[src/rtl/q40dp_pkg.sv]
// Shared widths, constants and types for the Q4_0 dot product requantizer.
package q40dp_pkg;

  // Field widths
  localparam int MaxLanes   = 8;
  localparam int CodeW      = 4;
  localparam int ActW       = 8;
  localparam int ProdW      = 12;  // (code - 8) * int8 fits in 12 signed bits
  localparam int PartW      = 18;  // block partial sum
  localparam int ScaleW     = 32;  // Q8.24 scales
  localparam int AccW       = 56;  // Q38.18 row accumulator
  localparam int BlkProdW   = PartW + ScaleW;
  localparam int TruncShift = 6;   // Q.24 * Q0 -> Q.18 drops six fraction bits
  localparam int HiW        = 64;  // upper magnitude half times output scale
  localparam int LoW        = 56;  // lower magnitude half times output scale
  localparam int Int8W      = 8;

  // Constants
  localparam logic [CodeW:0]     WeightBias     = 5'd8;
  localparam logic [ScaleW-1:0]  OutScaleReset  = 32'h0100_0000;  // 1.0 in Q8.24
  localparam logic [Int8W:0]     PosLimit       = 9'd127;
  localparam logic [Int8W:0]     NegLimit       = 9'd128;

  typedef logic signed [ProdW-1:0] lane_prod_t;

endpackage

[src/rtl/q40dp_lane.sv]
// One lane: a 4-bit weight code minus the bias times one int8 activation.
module q40dp_lane
  import q40dp_pkg::*;
(
  input  logic [CodeW-1:0] code_i,
  input  logic [ActW-1:0]  act_i,
  output lane_prod_t       prod_o
);

  logic signed [CodeW:0]   weight;
  logic signed [ProdW-1:0] weight_ext;
  logic signed [ProdW-1:0] act_ext;

  // weight in -8..7
  assign weight     = $signed({1'b0, code_i}) - $signed(WeightBias);
  assign weight_ext = ProdW'(weight);
  assign act_ext    = ProdW'($signed(act_i));
  assign prod_o     = weight_ext * act_ext;

endmodule

[config.mk]
export PLATFORM = sky130hd
export DESIGN_NAME = q40dp_lane
export DESIGN_NICKNAME = d
export VERILOG_FILES = /design/src/rtl/q40dp_pkg.sv /design/src/rtl/q40dp_lane.sv
export SDC_FILE = /design/constraint.sdc
export NUM_CORES = 1
export LEC_CHECK = 0
export ABC_AREA = 1
export ABC_CLOCK_PERIOD_IN_PS = 7800
export BUFFER_PORTS_ARGS = -buffer_cell sky130_fd_sc_hd__buf_2
export CAP_MARGIN = 0
export CORE_MARGIN = 5
export CORE_UTILIZATION = 35
export DETAILED_ROUTE_END_ITERATION = 12
export GPL_TIMING_DRIVEN = 1
export PLACE_DENSITY = 0.65
export SYNTH_ARGS = -nofsm -noshare
export SYNTH_HDL_FRONTEND = slang
export SYNTH_SLANG_ARGS = --single-unit
[constraint.sdc]
create_clock -name vclk -period 7.8
set_input_delay 0 -clock vclk [all_inputs]
set_output_delay 0 -clock vclk [all_outputs]
set_load 0.02 [all_outputs]
==> results.cfg <==
[run_status]
run_status = complete, no violations

[clock_network]
post-cts-setup-buffer-count = 0
cts_resized = 0
cts_hold_buf = 0

[place]
pre_cts_ws_ps = 4567
port_buffers = 24
hpwlAfterDp_um = 2611
postPlaceCellArea_sq_mm = 0.001644
globalplace.congestion = 0.8493

[layout]
area_delta_synth_final_pct = 10.70
design.seq.count = 0
fin_area_sq_mm = 0.001644
layout-drive-gt1-share_pct = 10.93
fillers = 436
multi_input_area_sq_mm = 0.001165
final_util_pct = 40.52
nets = 304
n_clock_buffer = 0
antennaDiodeCount = 0
regArea_sq_um = 0

[synth]
synth_nets = 282
postSynthAreaPerCell_sq_um = 6.543
yosys_warnings = 0
ys_types = 18
synth_cells = 227
yosysTopAreaCellShare_pct = 32.35
yosysSeqAreaShare_pct = 0
yosys-top-cells-area = fa_1, inv_1, ha_1, nand2_1, nor2_1
yosysTopAreaCell = fa_1
syn_area_sq_mm = 0.001485

[global_route]
antenna_found_initial = 0
grt_usage_pct = 11.63
grt_max_degree = 13
grt_pass1_wl_um = 5347
grt-ovfl-total = 0
grt_pass1_vias = 1300

[job]
drv_cap = 0

[detailed_routing]
met1_length_um = 1191
top_layer = met3
route.met2.wl_um = 1537
drc = 0
vias = 1282
dr.pass1.iters = 3
dr_wl_met3_um = 86
wirelength_um = 2814
drt_iter0_markers = 25
via_per_inst = 4.316
antenna_left = 0
wl_per_cell_um = 9.475

[setup_path]
path_cells = buf_2 > inv_2 > nand2_1 > fa_1 > fa_1 > fa_1 > inv_1 > fa_1 > nand3_1 > nand3_1 > nand2_1 > nand3_1 > inv_1 > nand2_1 > nand2_1 > buf_2
crit_family = adder cells
crit_required_ps = 7800
max_stage_delay_ps = 540
cp.arrival_ps = 3220
path_class = primary input to output port
path_buf_inv = 5
crit_slowest_cell = fa_1
cp-start-kind = primary input
cp-end-kind = output port
cp_max_fo = 12

[power]
ir_drop_uv = 88.86
powerDensity_mw_per_mm2 = 179.0
p_leak_nw = 1.172

[sta]
drv_slew = 0
setup_violations = 0
fin_setup_tns_ps = 0
tightestPinTransition_ps = 290.8
fin_crit_ps = 3220
post-route-period-util_pct = 41.28
finalWorstSetupSlack_ps = 4580
relSlewSlack_pct = 80.61
rsz0062_at_grt = no
max_freq_mhz = 310.6
hold_viol = 0

[floorplan]
num_io_pins = 24
die_w_um = 75.14
start_util_pct = 36.60
die_height_um = 75.14
fp.dieArea_sq_mm = 0.005646
coreArea_sq_mm = 0.004058
rows = 23

[hold_path]
hold_class = primary input to output port
-- cell usage after synthesis --
master and count:
nand3_1 8, ha_1 19, nand2_1 59, xnor2_1 1
a21o_1 1, or2_2 1, inv_2 1, xor2_1 6
nand4_1 2, a21oi_1 4, fa_1 24, nand2_2 1
inv_1 78, a21boi_0 1, buf_6 1, buf_2 1
clkbuf_1 2, nor2_1 17
-- stage by stage --
stage	hold WS (ps)	power, mW	cells
2_1_floorplan	131.2	0.2250	227
3_3_place_gp	347.9	0.2969	297
3_5_place_dp	347.7	0.2999	297
4_1_cts	348.7	0.3015	297
5_1_grt	369.4	0.3427	297
6_report	349.9	0.2944	297
-- final cells by class --
| class | instances | area share, % |
|---|---|---|
| inverter | 79 | 18.04 |
| multi-input combinational | 144 | 70.85 |
| tap | 50 | 3.805 |
| timing repair buffer | 24 | 7.306 |
-- kinds of logic (layout without fill, tap and decap cells) --
kind of cell | after synthesis | in the layout | synth area share, %
AOI/OAI and AO/OA | 6 | 6 | 2.359
and+or+nand+nor | 88 | 88 | 23.59
xor gates and xnor gates | 7 | 7 | 4.128
buffers and inverters | 83 | 103 | 21.57
adders and majority gates | 43 | 43 | 48.36
-- placed cells by master (no fill, tap or decap) --
cell type,count
fa_1,24
inv_1,78
ha_1,19
a21o_1,1
or2_2,1
nand4_1,2
nor2_1,17
nand2_1,59
nand2_2,1
xor2_1,6
a21oi_1,4
xnor2_1,1
buf_2,24
inv_2,1
a21boi_0,1
nand3_1,8
-- worst paths after layout --
| path | cells after the start | slack [ps] | from | to |
|---|---|---|---|---|
| worst min-delay path | 4 | 350 | act_i[0] | prod_o[0] |
| worst max-delay path | 16 | 4580 | code_i[3] | prod_o[11] |
-- power breakdown --
part / total (mW) / internal (mW) / leakage [nW] / switching (mW)
Clock: 0 / 0 / 0 / 0
Combinational: 0.294 / 0.107 / 1.17 / 0.188
Sequential: 0 / 0 / 0 / 0
Total: 0.294 / 0.107 / 1.17 / 0.188
-- per-layer routing --
layer | vias up | GRT usage (%)
met5 | - | 0
met4 | 0 | 0
met3 | 0 | 0.5340
met2 | 10 | 23.79
met1 | 593 | 14.05
li1 | 679 | -
No activity file was read; power rests on OpenSTA's default activity.
