<file path="config.mk">
export PLATFORM = sky130hd
export DESIGN_NAME = q40dp_merge
export DESIGN_NICKNAME = d
export VERILOG_FILES = /design/src/rtl/q40dp_pkg.sv /design/src/rtl/q40dp_merge.sv
export SDC_FILE = /design/constraint.sdc
export NUM_CORES = 1
export LEC_CHECK = 0
export BUFFER_PORTS_ARGS = -buffer_cell sky130_fd_sc_hd__buf_2
export CORE_MARGIN = 2
export CORE_UTILIZATION = 47
export DETAILED_ROUTE_END_ITERATION = 6
export PLACE_DENSITY_LB_ADDON = 0.3
export RECOVER_POWER = 50
export SLEW_MARGIN = 25
export SYNTH_ARGS = -nofsm -noshare
export SYNTH_HDL_FRONTEND = slang
export SYNTH_SLANG_ARGS = --single-unit
</file>
<file path="constraint.sdc">
create_clock -name vclk -period 6.2
set_clock_uncertainty 0.15 [all_clocks]
set_input_delay 1.24 -clock vclk [all_inputs]
set_output_delay 1.24 -clock vclk [all_outputs]
set_load 0.03 [all_outputs]
</file>
<file path="src/rtl/q40dp_pkg.sv">
// Shared widths, constants and types for the Q4_0 dot product requantizer.
package q40dp_pkg;

  // Field widths
  localparam int MaxLanes   = 8;
  localparam int CodeW      = 4;
  localparam int ActW       = 8;
  localparam int ProdW      = 12;  // (code - 8) * int8 fits in 12 signed bits
  localparam int PartW      = 18;  // block partial sum
  localparam int ScaleW     = 32;  // Q8.24 scales
  localparam int AccW       = 56;  // Q38.18 row accumulator
  localparam int BlkProdW   = PartW + ScaleW;
  localparam int TruncShift = 6;   // Q.24 * Q0 -> Q.18 drops six fraction bits
  localparam int HiW        = 64;  // upper magnitude half times output scale
  localparam int LoW        = 56;  // lower magnitude half times output scale
  localparam int Int8W      = 8;

  // Constants
  localparam logic [CodeW:0]     WeightBias     = 5'd8;
  localparam logic [ScaleW-1:0]  OutScaleReset  = 32'h0100_0000;  // 1.0 in Q8.24
  localparam logic [Int8W:0]     PosLimit       = 9'd127;
  localparam logic [Int8W:0]     NegLimit       = 9'd128;

  typedef logic signed [ProdW-1:0] lane_prod_t;

endpackage

</file>
<file path="src/rtl/q40dp_merge.sv">
// Merge stage: adds the lane products into the wrapping block partial sum.
module q40dp_merge
  import q40dp_pkg::*;
#(
  parameter int LANES = MaxLanes
) (
  input  lane_prod_t              prods_i [LANES],
  input  logic [PartW-1:0]        partial_i,
  output logic [PartW-1:0]        sum_o
);

  // narrow chain of at most eight adds, wraps in 18 bits
  always_comb begin
    logic [PartW-1:0] acc;
    acc = partial_i;
    for (int i = 0; i < LANES; i++) begin
      acc = acc + PartW'(prods_i[i]);
    end
    sum_o = acc;
  end

endmodule

</file>
==> results by group, run 1 <==
Run status
  • Status: finished with violations
  • Failing checks: setup timing

Critical path
  • Worst path max stage delay: 0.57 ns
  • Worst-path fanout max: 3
  • Critical path's top delay family: adder cells
  • Crit start category: primary input
  • Buf/Inv on CP: 8
  • Slowest cell on the critical path: fa_1
  • Critical Path, Cell by Cell: buf_6, fa_1, fa_1, fa_1, inv_2, fa_1, inv_1, ha_2, buf_4, buf_6, buf_6, a21o_1, and3_4, o21ai_4, a21oi_2, buf_4, a311o_1, buf_6
  • Worst Setup EP: sum_o[11]
  • CP required: 4.81 ns
  • Critical Path Stages: 18
  • CP Capture Type: output pin
  • CP Launch Point: prods_i[74]
  • CP Data Arrival Time: 5.36 ns
  • Crit Path Category: primary input to output pin

Yosys
  • Syn_nets: 583
  • Synthesized area per cell: 9.603 um2
  • Post-synth design cell area: 0.003342 mm2
  • Synth area leaders: fa_1 61%, inv_1 16%, ha_1 7.5%
  • Post-synth top area share: 0.6050
  • Post-synth top area cell: fa_1
  • Register area share after synthesis: 0
  • Synth Instances: 348
  • Post-synth cell types: 31
  • Synth warnings: 0

Cells and area
  • Multi-input gate area: 0.003059 mm2
  • # nets final: 763
  • Register area: 0 um2
  • Fill cells: 531
  • Ant diodes: 0
  • Clock buffer cells: 0
  • Num sequential: 0
  • Layout cells sized above 1: 0.4163
  • Area Growth Syn to Fin: 45.19%

Detailed routing
  • Initial DRC count: 24
  • Antenna-violating nets left: 0
  • Final wirelength: 6.900 mm
  • Drt first pass iters: 3
  • Vias per std cell: 4.399
  • Drt wl/cell: 11.09 um
  • DR DRC count: 0
  • Via Count: 2,736

STA
  • Final worst path period share: 1.090
  • Max-slew headroom: 0.7476
  • Final Critical Period: 6.755 ns
  • Worst-Margin Slew: 0.3803 ns
  • RSZ-0062 raised after global routing: yes
  • Setup violators final: 11
  • Fmax: 148.0 MHz
  • PnR worst setup slack: -0.5550 ns
  • Final Slew Violations: 0
  • Final Hold Viols: 0

Die
  • Height of the die: 88.33 um
  • Row cnt: 30
  • # IOs: 132
  • Core Box Area: 0.006832 mm2
  • Starting Density: 0.4892
  • Die W: 88.33 um
  • Die area: 0.007801 mm2

GRT
  • Congestion Overflow GR: 0
  • Gr usage total: 0.1907
  • Initial antenna violation count: 0
  • Vias in the first global route: 3,063
  • First-pass GRT wire length: 12.14 mm
  • Pin count of the biggest net entering global routing: 7

Placement
  • Final HPWL DP: 6.286 mm
  • Port-buffer cells: 132
  • Gpl congestion: 0.7630
  • Place WS: -0.7237 ns

Hold path
  • Worst Hold Class: primary input to output pin

Clocking
  • # hold bufs at CTS: 0

Flow run
  • Number of max-cap violations: 0
-- Yosys cell counts (3+ instances only) --
cell     count
inv_1      143
fa_1       101
ha_1        20
xnor2_1     13
nor2_1      12
a21oi_1      9
o21ai_0      7
nand2_1      5
xor2_1       4
a21o_1       3
nand3_1      3
nor3_1       3
-- layout by cell type, fill, tap and decap left out, drive strengths merged, types with 4 or more instances in the layout --
master	Yosys	routed
buf	0	177
nor2	12	12
nand2	5	5
xnor2	13	13
xor2	4	4
fa	101	101
inv	143	143
o21ai	9	9
a21oi	10	10
ha	20	20
-- per-stage QoR --
| step | hold slack, ns | instance area [um2] | std cells | TNS [ns] | util |
|---|---|---|---|---|---|
| global placement | 2.878 | 4496 | 608 | -4.241 | 0.6581 |
| finish | 2.999 | 4852 | 622 | -4.844 | 0.7103 |
| CTS | 2.890 | 4778 | 618 | -4.117 | 0.6995 |
| floorplan | 2.755 | 3472 | 348 | -0.8612 | - |
| global route | 3.027 | 4852 | 622 | -6.610 | 0.7103 |
| detailed placement | 2.883 | 4496 | 608 | -4.667 | 0.6581 |
-- worst min path at each step --
stage	to	cells past startpoint	slack, ns	from
2_1_floorplan	sum_o[0]	2	2.75	partial_i[0]
3_3_place_gp	sum_o[0]	4	2.88	partial_i[0]
3_5_place_dp	sum_o[0]	4	2.88	partial_i[0]
4_1_cts	sum_o[0]	4	2.89	partial_i[0]
5_1_grt	sum_o[0]	4	3.03	partial_i[0]
6_report	sum_o[0]	4	3.00	partial_i[0]
-- tightest hold or removal path: cells and delay by family --
kind	cells	cell delay, ns
fa+ha+maj	2	0.38
buf+inv	2	0.29
-- metal layers --
metal,up-vias,global-route usage,wire [um]
met2,83,0.4176,4219
met5,-,0,0
met4,0,0.009642,15
met3,2,0.008396,387
met1,1311,0.2055,2278
li1,1340,-,-
-- cells by family (layout without fill, tap and decap cells) --
| logic type | count (synthesis) | after routing | share of synthesized area |
|---|---|---|---|
| AND/OR/NAND/NOR | 33 | 33 | 0.04830 |
| XOR/XNOR | 17 | 17 | 0.04455 |
| buffers and inverters | 144 | 322 | 0.1617 |
| adder cells (fa/ha/maj) | 121 | 121 | 0.6799 |
| AO/OA/AOI/OAI | 33 | 33 | 0.06552 |
-- layout make-up --
class / count / share of cell area
inverter: 143 / 0.1122
multi-input combinational: 204 / 0.6305
tap: 96 / 0.02476
timing repair buffer: 179 / 0.2326
-- timing repair --
action                                 CTS  global route
pin swaps                               27            17
endpoints found under the hold margin    0             0
buffers inserted                        11             5
setup endpoints to repair               12            13
resized for setup                       56            13
Power of run 1 is left out: the tool's default activity adds up to more than one toggle a clock period on the data nets, which glitch-free logic cannot reach.
==> run 2: changes to the inputs <==
==> constraint.sdc (replaced) <==
create_clock -name vclk -period 6.2
set_clock_uncertainty 0.15 [all_clocks]
set_input_delay 1.24 -clock vclk [all_inputs]
set_output_delay 1.24 -clock vclk [all_outputs]
set_load 0.05 [all_outputs]
==> run 2 against run 1 <==
Effect of this change: the run still ends with setup timing left; maximum frequency grew 2.1%; count of clock-buffer cells in the layout is the same; via count grew 1.9%.
==> results by group, run 2 (synthesized netlist as in run 1, its figures left out) <==
Detailed routing
  • Antenna-violating nets left: 0 (unchanged)
  • Drt first pass iters: 4 (+1)
  • Initial DRC count: 34 (+42%)
  • Final wirelength: 7.099 mm (+2.9%)
  • Drt wl/cell: 11.49 um (+3.5%)
  • Vias per std cell: 4.513 (+2.6%)
  • DR DRC count: 0 (unchanged)
  • Via Count: 2,789 (+1.9%)

Cells and area
  • Register area: 0 um2 (unchanged)
  • Commonest non-fill, non-tap cell in the layout: inv_1
  • Ant diodes: 0 (unchanged)
  • Clock buffer cells: 0 (unchanged)
  • # nets final: 759 (-0.52%)
  • Layout cells sized above 1: 0.4464 (+0.03001)
  • Most frequent cells in the layout: 132 x inv_1, 110 x buf_2, 98 x fa_1, 40 x buf_4, 18 x buf_6
  • Num sequential: 0 (unchanged)
  • Area Growth Syn to Fin: 49.72%
  • Post-route cell area: 0.005004 mm2 (+3.1%)

STA
  • Final Hold Viols: 0 (unchanged)
  • Fmax: 151.2 MHz (+2.1%)
  • Final Slew Violations: 0 (unchanged)
  • PnR worst setup slack: -0.4154 ns (+0.1395 ns)
  • Final Critical Period: 6.615 ns (-0.1395 ns)
  • Max-slew headroom: 0.5932 (-0.1544)
  • RSZ-0062 raised after global routing: yes
  • Final worst path period share: 1.067 (-0.02251)
  • Setup violators final: 10 (-1)
  • Worst-Margin Slew: 0.6129 ns (+0.2326 ns)

Die
  • Die area: 0.007801 mm2 (unchanged)
  • # IOs: 132 (unchanged)
  • Die W: 88.33 um (unchanged)
  • Row cnt: 30 (unchanged)
  • Starting Density: 0.4892 (unchanged)
  • Core Box Area: 0.006832 mm2 (unchanged)
  • Height of the die: 88.33 um (unchanged)

Placement
  • Gpl congestion: 0.8112 (+6.3%)
  • Final HPWL DP: 6.406 mm (+1.9%)
  • Port-buffer cells: 132 (unchanged)
  • Place WS: -0.8043 ns (-0.08060 ns)
  • DP Area: 0.004657 mm2 (+3.6%)

GRT
  • First-pass GRT wire length: 12.76 mm (+5.1%)
  • Congestion Overflow GR: 0 (unchanged)
  • Vias in the first global route: 3,311 (+8.1%)
  • Grt met1 use: 0.2095 (+0.003972)
  • Pin count of the biggest net entering global routing: 7 (unchanged)
  • Initial antenna violation count: 0 (unchanged)
  • M3 GR Usage: 0.008396 (unchanged)
  • Met2 Usage GRT: 0.4334 (+0.01572)
  • Gr usage total: 0.2017 (+0.01096)
  • Most used routing layer: met2

Critical path
  • Critical path's top delay family: adder cells
  • Critical Path, Cell by Cell: buf_6, fa_1, fa_1, fa_1, inv_2, fa_1, inv_1, ha_2, inv_2, fa_2, nor2b_4, o31a_1, or4_4, a21oi_4, buf_6, xnor2_2, buf_6
  • Worst path max stage delay: 0.56 ns (about the same)
  • CP Launch Point: prods_i[74]
  • Crit start category: primary input
  • Buf/Inv on CP: 6 (-2)
  • CP Capture Type: output pin
  • Slowest cell on the critical path: fa_1
  • CP Data Arrival Time: 5.23 ns (-0.13 ns)
  • Critical Path Stages: 17 (-1)
  • Crit Path Category: primary input to output pin
  • Worst-path fanout max: 2 (-1)
  • Crit path top cell by count: fa_1
  • CP required: 4.81 ns (about the same)

Run status
  • Status: finished with violations
  • Failing checks: setup timing

Flow run
  • Number of max-cap violations: 0 (unchanged)

Hold path
  • Hold-critical path depth: 4 (unchanged)
  • Hold path start: partial_i[0]
  • Worst Hold Class: primary input to output pin
## run 2: changes by cell type in the layout (fill, tap and decap cells not counted), sizes merged
cell	change
clkbuf	+1
buf	-5
## run 2: layout make-up
| class | count | area, um2 |
|---|---|---|
| inverter | 143 | 544.3 |
| fill | 525 | 1828 |
| timing repair buffer | 175 | 1129 |
| tap | 96 | 120.1 |
| multi-input combinational | 204 | 3211 |
## run 2: through the flow
| stage | util | hold slack, ns | std cells | TNS, ns |
|---|---|---|---|---|
| global route | 0.7324 | 3.112 | 618 | -4.444 |
| CTS | 0.7245 | 2.952 | 617 | -2.719 |
| detailed placement | 0.6817 | 2.950 | 613 | -4.945 |
| floorplan | - | 2.860 | 348 | -1.251 |
| global placement | 0.6817 | 2.950 | 613 | -4.639 |
| finish | 0.7324 | 3.083 | 618 | -3.026 |
## run 2: metal layers
| layer | part of all wire | up-vias |
|---|---|---|
| li1 | - | 1327 |
| met1 | 0.34 | 1346 |
| met2 | 0.59 | 102 |
| met3 | 0.053 | 14 |
| met4 | 0.016 | 0 |
| met5 | 0 | - |
## run 2: final timing paths
path / to / slack, ns
min: sum_o[0] / 3.08
max: sum_o[10] / -0.42
## run 2: worst min-delay path, cell delays in order
cell	delay [ns]
buf_2	0.08
fa_1	0.16
ha_1	0.22
clkbuf_1	0.29
## run 2: timing repair
action / 4_1_cts / 5_1_grt
pin swaps: 28 / 18
gates cloned: 0 / 0
setup endpoints to repair: 11 / 13
buffers inserted: 4 / 3
resized for setup: 65 / 18
hold buffers: 0 / 0
Power of run 2 is left out for the same reason.
